### config.mk
export PLATFORM = sky130hd
export DESIGN_NAME = address_resolution_cache
export DESIGN_NICKNAME = d
export VERILOG_FILES = /design/src/rtl/arc_pkg.sv /design/src/rtl/arc_ctrl.sv /design/src/rtl/arc_datapath.sv /design/src/rtl/address_resolution_cache.sv
export SDC_FILE = /design/constraint.sdc
export NUM_CORES = 2
export LEC_CHECK = 0
export ABC_AREA = 1
export BUFFER_PORTS_ARGS = -buffer_cell sky130_fd_sc_hd__clkbuf_2
export CORE_UTILIZATION = 35
export DETAILED_ROUTE_END_ITERATION = 10
export SETUP_SLACK_MARGIN = 0.05
export SLEW_MARGIN = 0
export SYNTH_ARGS = -nofsm -noshare
export SYNTH_HDL_FRONTEND = slang
export SYNTH_SLANG_ARGS = --single-unit
### constraint.sdc
create_clock -name clk -period 5.3 [get_ports clk]
set_input_delay 1.59 -clock clk [delete_from_list [all_inputs] [get_ports clk]]
set_output_delay 1.59 -clock clk [all_outputs]
set_load 0.05 [all_outputs]
### src/rtl/arc_pkg.sv
// Shared definitions for the address resolution cache.
// Table geometry, operation and status codes, controller command struct.
// No dependencies.
package arc_pkg;

	localparam int ENTRIES   = 16;
	localparam int IDX_W     = (ENTRIES > 1) ? $clog2(ENTRIES) : 1;
	localparam int CNT_W     = $clog2(ENTRIES + 1);
	localparam int COUNT_MAX = 31;

	localparam logic [1:0] OP_LOOKUP = 2'd0;
	localparam logic [1:0] OP_INSERT = 2'd1;
	localparam logic [1:0] OP_CLEAR  = 2'd2;

	localparam logic [1:0] ST_OK        = 2'd0;
	localparam logic [1:0] ST_NOT_FOUND = 2'd1;
	localparam logic [1:0] ST_FULL      = 2'd2;

	typedef struct packed {
		logic capture;
		logic exec;
	} arc_cmd_t;

	// clamp the internal count to the 5-bit result field
	function automatic logic [4:0] sat_count(input logic [CNT_W-1:0] c);
		logic [CNT_W+4:0] wide;
		wide = {5'b0, c};
		if (wide > (CNT_W+5)'(COUNT_MAX))
			return 5'(COUNT_MAX);
		else
			return wide[4:0];
	endfunction

endpackage

### src/rtl/arc_ctrl.sv
// Controller for the address resolution cache.
// Two-state sequencer: capture a transaction, execute it, raise done.
// Depends on arc_pkg.
module arc_ctrl (
	input  logic              clk,
	input  logic              arst_n,
	input  logic              start,
	output logic              busy,
	output logic              done,
	output arc_pkg::arc_cmd_t cmd
);

	localparam logic S_IDLE = 1'b0;
	localparam logic S_EXEC = 1'b1;

	logic state_q;
	logic done_q;

	always_ff @(posedge clk or negedge arst_n) begin
		if (!arst_n) begin
			state_q <= S_IDLE;
			done_q  <= 1'b0;
		end else begin
			done_q <= (state_q == S_EXEC);
			case (state_q)
				S_IDLE: begin
					if (start)
						state_q <= S_EXEC;
				end
				S_EXEC: begin
					state_q <= S_IDLE;
				end
				default: begin
					state_q <= S_IDLE;
				end
			endcase
		end
	end

	assign busy        = (state_q == S_EXEC);
	assign done        = done_q;
	assign cmd.capture = (state_q == S_IDLE) && start;
	assign cmd.exec    = (state_q == S_EXEC);

	a_done_after_exec: assert property (@(posedge clk) disable iff (!arst_n)
		done |-> $past(state_q == S_EXEC))
		else $error("done without a preceding execute cycle");

	a_capture_starts_exec: assert property (@(posedge clk) disable iff (!arst_n)
		cmd.capture |=> (cmd.exec && !cmd.capture))
		else $error("captured transaction not executed");

	a_busy_single_cycle: assert property (@(posedge clk) disable iff (!arst_n)
		busy |=> !busy)
		else $error("busy held for more than one cycle");

endmodule

### src/rtl/arc_datapath.sv
// Datapath for the address resolution cache.
// Holds the binding table, parallel key compare, first-free encoder, result registers.
// Depends on arc_pkg.
module arc_datapath (
	input  logic              clk,
	input  logic              arst_n,
	input  arc_pkg::arc_cmd_t cmd,
	input  logic [1:0]        func,
	input  logic [31:0]       ip_addr,
	input  logic [47:0]       new_mac,
	output logic [1:0]        status,
	output logic [47:0]       found_mac,
	output logic [4:0]        valid_count
);

	logic [1:0]  func_s1;
	logic [31:0] ip_s1;
	logic [47:0] mac_s1;

	logic [arc_pkg::ENTRIES-1:0]     valid_q;
	logic [31:0]                     ip_q  [arc_pkg::ENTRIES];
	logic [47:0]                     mac_q [arc_pkg::ENTRIES];
	logic [arc_pkg::CNT_W-1:0]       count_q;
	logic [1:0]                      status_q;
	logic [47:0]                     found_q;

	logic [arc_pkg::ENTRIES-1:0] hit;
	logic                        hit_any;
	logic                        free_any;
	logic [arc_pkg::IDX_W-1:0]   hit_idx;
	logic [arc_pkg::IDX_W-1:0]   free_idx;

	always_ff @(posedge clk) begin
		if (cmd.capture) begin
			func_s1 <= func;
			ip_s1   <= ip_addr;
			mac_s1  <= new_mac;
		end
	end

	always_comb begin
		hit_idx  = '0;
		free_idx = '0;
		hit_any  = 1'b0;
		free_any = 1'b0;
		for (int i = 0; i < arc_pkg::ENTRIES; i++)
			hit[i] = valid_q[i] && (ip_q[i] == ip_s1);
		// scan downwards so the lowest-numbered slot wins
		for (int i = arc_pkg::ENTRIES - 1; i >= 0; i--) begin
			if (hit[i]) begin
				hit_idx = arc_pkg::IDX_W'(i);
				hit_any = 1'b1;
			end
			if (!valid_q[i]) begin
				free_idx = arc_pkg::IDX_W'(i);
				free_any = 1'b1;
			end
		end
	end

	always_ff @(posedge clk or negedge arst_n) begin
		if (!arst_n) begin
			valid_q <= '0;
			count_q <= '0;
		end else if (cmd.exec) begin
			case (func_s1)
				arc_pkg::OP_INSERT: begin
					if (!hit_any && free_any) begin
						valid_q[free_idx] <= 1'b1;
						count_q <= count_q + arc_pkg::CNT_W'(1);
					end
				end
				arc_pkg::OP_CLEAR: begin
					valid_q <= '0;
					count_q <= '0;
				end
				default: begin
				end
			endcase
		end
	end

	// entry payload is only meaningful behind its valid bit
	always_ff @(posedge clk) begin
		if (cmd.exec && func_s1 == arc_pkg::OP_INSERT) begin
			if (hit_any) begin
				mac_q[hit_idx] <= mac_s1;
			end else if (free_any) begin
				ip_q[free_idx]  <= ip_s1;
				mac_q[free_idx] <= mac_s1;
			end
		end
	end

	always_ff @(posedge clk) begin
		if (cmd.exec) begin
			status_q <= arc_pkg::ST_OK;
			found_q  <= '0;
			case (func_s1)
				arc_pkg::OP_LOOKUP: begin
					if (hit_any)
						found_q <= mac_q[hit_idx];
					else
						status_q <= arc_pkg::ST_NOT_FOUND;
				end
				arc_pkg::OP_INSERT: begin
					if (!hit_any && !free_any)
						status_q <= arc_pkg::ST_FULL;
				end
				default: begin
				end
			endcase
		end
	end

	assign status      = status_q;
	assign found_mac   = found_q;
	assign valid_count = arc_pkg::sat_count(count_q);

	a_count_tracks_valid: assert property (@(posedge clk) disable iff (!arst_n)
		count_q == arc_pkg::CNT_W'($countones(valid_q)))
		else $error("valid count out of step with valid bits");

	a_clear_empties: assert property (@(posedge clk) disable iff (!arst_n)
		(cmd.exec && func_s1 == arc_pkg::OP_CLEAR) |=> (valid_q == '0))
		else $error("clear left valid entries");

	a_no_duplicate_hit: assert property (@(posedge clk) disable iff (!arst_n)
		cmd.exec |-> $onehot0(hit))
		else $error("key present in more than one slot");

endmodule

### src/rtl/address_resolution_cache.sv
// Top level of the address resolution cache.
// Joins the arc_ctrl sequencer to the arc_datapath table.
// Depends on arc_pkg, arc_ctrl, arc_datapath.

// Fully associative IPv4-to-MAC table of arc_pkg::ENTRIES slots (16), held in
// flip-flops and cleared at once by reset or a clear transaction. A transaction
// is taken when start is high and busy is low; busy is then high for one cycle
// while all slots are compared in parallel and the table is updated, and the
// result appears with done high in the following cycle, when the next start
// may already be taken. No start is taken while busy is high, as set by the
// capture/execute sequence of the controller. The result is shown for that
// single cycle only and the receiver cannot hold it off; status, found_mac and
// valid_count keep their values until the next result.
module address_resolution_cache (
	input  logic        clk,
	input  logic        arst_n,
	input  logic        start,
	output logic        busy,
	input  logic [1:0]  func,
	input  logic [31:0] ip_addr,
	input  logic [47:0] new_mac,
	output logic        done,
	output logic [1:0]  status,
	output logic [47:0] found_mac,
	output logic [4:0]  valid_count
);

	arc_pkg::arc_cmd_t cmd;

	arc_ctrl u_ctrl (
		.clk    (clk),
		.arst_n (arst_n),
		.start  (start),
		.busy   (busy),
		.done   (done),
		.cmd    (cmd)
	);

	arc_datapath u_datapath (
		.clk         (clk),
		.arst_n      (arst_n),
		.cmd         (cmd),
		.func        (func),
		.ip_addr     (ip_addr),
		.new_mac     (new_mac),
		.status      (status),
		.found_mac   (found_mac),
		.valid_count (valid_count)
	);

endmodule

==> results.sh <==
export IMPL_max_slew_margin_rel_pct=34.4
export IMPL_first_pass_iters=6
export IMPL_seqCellArea_sq_um=43000
export IMPL_detail_route_wl_per_cell_um=23.1
export IMPL_crit_path_top_delay_cell="sky130_fd_sc_hd__edfxtp_1"
export IMPL_critical_path_startpoint_type="flop"
export IMPL_filler_cell_count=16330
export IMPL_worst_ir_drop_vdd_v=0.000366
export IMPL_cts_hold_fix_buffers=0
export IMPL_clock_pin_slew_of_the_registers_on_the_worst_case_setup_and_hold_paths_ns=0.06
export IMPL_ctsRootBufferMaster="sky130_fd_sc_hd__clkbuf_16"
export IMPL_number_of_global_route_vias_before_repair=39252
export IMPL_fp_row_count=153
export IMPL_numCtsBuffers=155
export IMPL_residual_overflow_from_global_routing=0
export IMPL_drt_total_wl_um=181000
export IMPL_drt_vias_per_instance=5.20
export IMPL_cts_sink_count=1435
export IMPL_grt_antenna_before_repair=6
export IMPL_cts_tree="built"
export IMPL_initialDrtViolationCount=4854
export IMPL_critical_path_reg2reg_startpoint="u_datapath.ip_s1[2]"
export IMPL_share_of_final_layout_standard_cells_stronger_than_drive_strength_1_pct=11.4
export IMPL_num_vias=40764
export IMPL_number_of_flops_mapped_to_enable_cells_by_yosys=1412
export IMPL_worst_clock_skew_ns=0.0463
export IMPL_result_of_the_run="completed"
export IMPL_syn_mean_instance_area_sq_um=11.8
export IMPL_timing_final_crit_period_ns=4.98
export IMPL_timing_critical_path_max_delay_family="simple AND/OR/NAND/NOR gates"
export IMPL_worst_hold_path_num_cells=2
export IMPL_insertion_delay_ns=0.82
export IMPL_cp_data_arrival_time_ns=5.50
export IMPL_netlist_instances=5203
export IMPL_final_setup_viol_count=0
export IMPL_std_cell_core_area_sq_um=174000
export IMPL_timing_hold_violations_final=0
export IMPL_max_cap_viol_count=0
export IMPL_post_synthesis_net_count=5289
export IMPL_most_frequent_cells_in_the_layout="sky130_fd_sc_hd__edfxtp_1, sky130_fd_sc_hd__nand2_1, sky130_fd_sc_hd__nand3_1"
export IMPL_cp_common_cell="sky130_fd_sc_hd__nand2_1"
export IMPL_totalNegativeSetupSlack_ns=0
export IMPL_unrepaired_setup_endpoints_after_global_routing="false"
export IMPL_gpl_final_weighted_congestion=0.887
export IMPL_final_max_slew_viol_count=0
export IMPL_worstSetupEndpointType="flop"
export IMPL_crit_path_max_fo=123
export IMPL_global_route_wire_length_before_repair_um=264000
export IMPL_yosysWarningCount=0
export IMPL_report_power_total_mw=24.1
export IMPL_crit_chain="buf_4 > xnor2_1 > o221ai_1 > a2111oi_0 > nand2_1 > nor2_1 > nand3_1 > nand2_1 > nand2_1 > nand2_1 > nand2_1 > nand2_8 > nand2_8 > buf_12 > nand2_1 > nand3_1 > nand3_1 > nand3_1 > a21oi_1"
export IMPL_final_util_pct=40.5
export IMPL_final_nets=5476
export IMPL_post_synth_instance_area_sq_um=61300
export IMPL_setup_ws_ns=0.319
export IMPL_drc=0
export IMPL_worstHoldStart="u_datapath.valid_q[14]"
export IMPL_timing_fmax_ghz=0.201
export IMPL_r2r_end="u_datapath.found_mac[41]"
export IMPL_hp_class="flop to flop"
export IMPL_yosysUniqueCellTypes=49
export IMPL_route_antenna_remaining_nets=0
export IMPL_grt_max_degree=178
export IMPL_number_of_port_buffers=141
export IMPL_hpwl_um=102000
export IMPL_die_area_sq_um=177000
export IMPL_num_io_pins=142
export IMPL_rr_worst_depth=19
export IMPL_clk_path_buf_depth=3
export IMPL_chipWidth_um=420
export IMPL_multi_input_comb_area_sq_um=14600
export IMPL_initial_core_util_pct=35.3
export IMPL_syn2layout_area_growth_pct=15.0
export IMPL_grtUsageTotal_pct=20.3
export IMPL_synth_seq_cells=1435
export IMPL_hold_end="u_datapath.valid_q[14]"
export IMPL_whs_ns=0.533
export IMPL_p_per_area_nw_per_um2=342
export IMPL_synth_async_sr_flop_share_pct=1.60
export IMPL_register_to_register_path_setup_slack_ns=0.32
export IMPL_seq_area_frac_synth_pct=70.1
export IMPL_cp_required_ns=5.82
export IMPL_share_of_the_clock_period_used_by_the_worst_path_after_layout_pct=94.0
export IMPL_detailedPlace_worstSlack_ns=0.345
export IMPL_p_leak_nw=26.2
export IMPL_synth_top_flop_cell="sky130_fd_sc_hd__edfxtp_1"
export IMPL_die_height_um=420
export IMPL_slowest_delay_ns=0.64
export IMPL_worst_setup_path_type="flop to flop"
export IMPL_timing_worst_slew_pin_value_ns=0.984
export IMPL_cts_max_level=4
export IMPL_mostFrequentLayoutCell="sky130_fd_sc_hd__edfxtp_1"
export IMPL_critPathBufInv=2
## where the power goes
part	leakage, nW	internal (mW)	total, mW	switching [mW]
combinational	10.8	0.216	0.881	0.665
sequential	13.1	12.6	12.7	0.165
clock	2.36	5.91	10.5	4.56
total	26.2	18.7	24.1	5.39
## cells in the mapped netlist, types with 2 or more instances
cell                           n  area [sq um]
sky130_fd_sc_hd__xnor2_1      69           604
sky130_fd_sc_hd__nor4_1       27           169
sky130_fd_sc_hd__a31oi_1       2          12.5
sky130_fd_sc_hd__dfrtp_1      23           576
sky130_fd_sc_hd__clkbuf_1     58           218
sky130_fd_sc_hd__a221oi_1     16           140
sky130_fd_sc_hd__and2_1        7          43.8
sky130_fd_sc_hd__nand4_1      48           300
sky130_fd_sc_hd__nand3b_1    242          1820
sky130_fd_sc_hd__nand2_1     856          3210
sky130_fd_sc_hd__o21ai_0     124           621
sky130_fd_sc_hd__a211oi_1     29           218
sky130_fd_sc_hd__nor3b_1       4          30.0
sky130_fd_sc_hd__o2111ai_1    18           158
sky130_fd_sc_hd__a2111oi_0     2          17.5
sky130_fd_sc_hd__edfxtp_1   1412         42400
sky130_fd_sc_hd__a21oi_1      64           320
sky130_fd_sc_hd__buf_2       177           886
sky130_fd_sc_hd__nand2_2       6          37.5
sky130_fd_sc_hd__o221ai_1      3          26.3
sky130_fd_sc_hd__o21a_1        3          22.5
sky130_fd_sc_hd__buf_6         4          45.0
sky130_fd_sc_hd__inv_1       668          2510
sky130_fd_sc_hd__nand3_1     854          4270
sky130_fd_sc_hd__buf_4        20           150
sky130_fd_sc_hd__inv_2        28           105
sky130_fd_sc_hd__o21ai_1      15          75.1
sky130_fd_sc_hd__a22o_1       11          96.3
sky130_fd_sc_hd__or2_2        45           282
sky130_fd_sc_hd__or4_1         3          22.5
sky130_fd_sc_hd__o211ai_1      2          15.0
sky130_fd_sc_hd__xor2_1       45           394
sky130_fd_sc_hd__buf_1        21          78.8
sky130_fd_sc_hd__o22ai_1      69           432
sky130_fd_sc_hd__nor3_1       35           175
sky130_fd_sc_hd__nor2_1      180           676
## cells by family (layout without fill, tap and decap cells)
family	Yosys count	after routing	synth area share, %
DFF	1435	1435	70.1
buffers and inverters	976	1283	6.51
and+or+nand+nor	2315	2315	18.1
xor gates and xnor gates	114	114	1.63
other	0	2	0
AOI/OAI and AO/OA	362	362	3.58
adders and majority gates	1	1	0.0204
## registers in the layout, indices dropped and copies added (netlist names)
signal and flops:
u_datapath.status 2, u_ctrl.done 1, u_ctrl.busy 1, u_datapath.found_mac 48
u_datapath.valid_count 5, u_datapath.valid_q 16, u_datapath.mac_q 768, u_datapath.ip_s1 32
u_datapath.func_s1 2, u_datapath.ip_q 512, u_datapath.mac_s1 48
## worst register-to-register path, cell delays in order (launching register included)
cell and delay [ns]:
sky130_fd_sc_hd__edfxtp_1 0.64, sky130_fd_sc_hd__buf_4 0.48, sky130_fd_sc_hd__xnor2_1 0.17, sky130_fd_sc_hd__o221ai_1 0.11, sky130_fd_sc_hd__a2111oi_0 0.44, sky130_fd_sc_hd__nand2_1 0.20
sky130_fd_sc_hd__nor2_1 0.13, sky130_fd_sc_hd__nand3_1 0.27, sky130_fd_sc_hd__nand2_1 0.15, sky130_fd_sc_hd__nand2_1 0.14, sky130_fd_sc_hd__nand2_1 0.10, sky130_fd_sc_hd__nand2_1 0.13
sky130_fd_sc_hd__nand2_8 0.26, sky130_fd_sc_hd__nand2_8 0.19, sky130_fd_sc_hd__buf_12 0.30, sky130_fd_sc_hd__nand2_1 0.18, sky130_fd_sc_hd__nand3_1 0.07, sky130_fd_sc_hd__nand3_1 0.10
sky130_fd_sc_hd__nand3_1 0.10, sky130_fd_sc_hd__a21oi_1 0.55
## routing by layer
metal	routed length, um	vias to the layer above	global-route usage [%]
met1	74900	20021	27.5
met3	15300	337	3.65
met2	83800	1899	32.2
met5	0	-	0
met4	6920	0	8.12
li1	-	18507	-
## repair_timing
action | 4_1_cts | 5_1_grt
endpoints found under the setup margin | 0 | 36
buffers inserted | 0 | 5
resized for setup | 0 | 3
## how the worst max path moves through the flow
stage,from,end,slack [ns],cells past startpoint
floorplan,start,u_datapath.func_s1[0],-0.25,2
global placement,u_datapath.ip_s1[11],u_datapath.found_mac[34],0.34,27
detailed placement,u_datapath.ip_s1[2],u_datapath.mac_q[3][20],0.34,25
CTS,u_datapath.ip_s1[11],u_datapath.found_mac[23],0.33,27
global route,u_datapath.ip_s1[24],u_datapath.found_mac[23],0.12,27
finish,u_datapath.ip_s1[2],u_datapath.found_mac[41],0.32,19
## per-stage QoR
stage                     cell area, sq um  instances
final                                70500       7837
after global routing                 70500       7835
after floorplan                      61300       5203
after CTS                            70400       7830
after detailed placement             65500       7553
after global placement               65500       7553
## area by class of cell
type	count	share of cell area [%]
multi-input combinational	2792	20.7
clock inverter	78	1.12
sequential	1435	61.0
clock buffer	199	5.83
antenna	2	0.00710
inverter	696	3.74
tap	2325	4.13
timing repair buffer	310	3.49
Power figures use the tool's default switching activity.
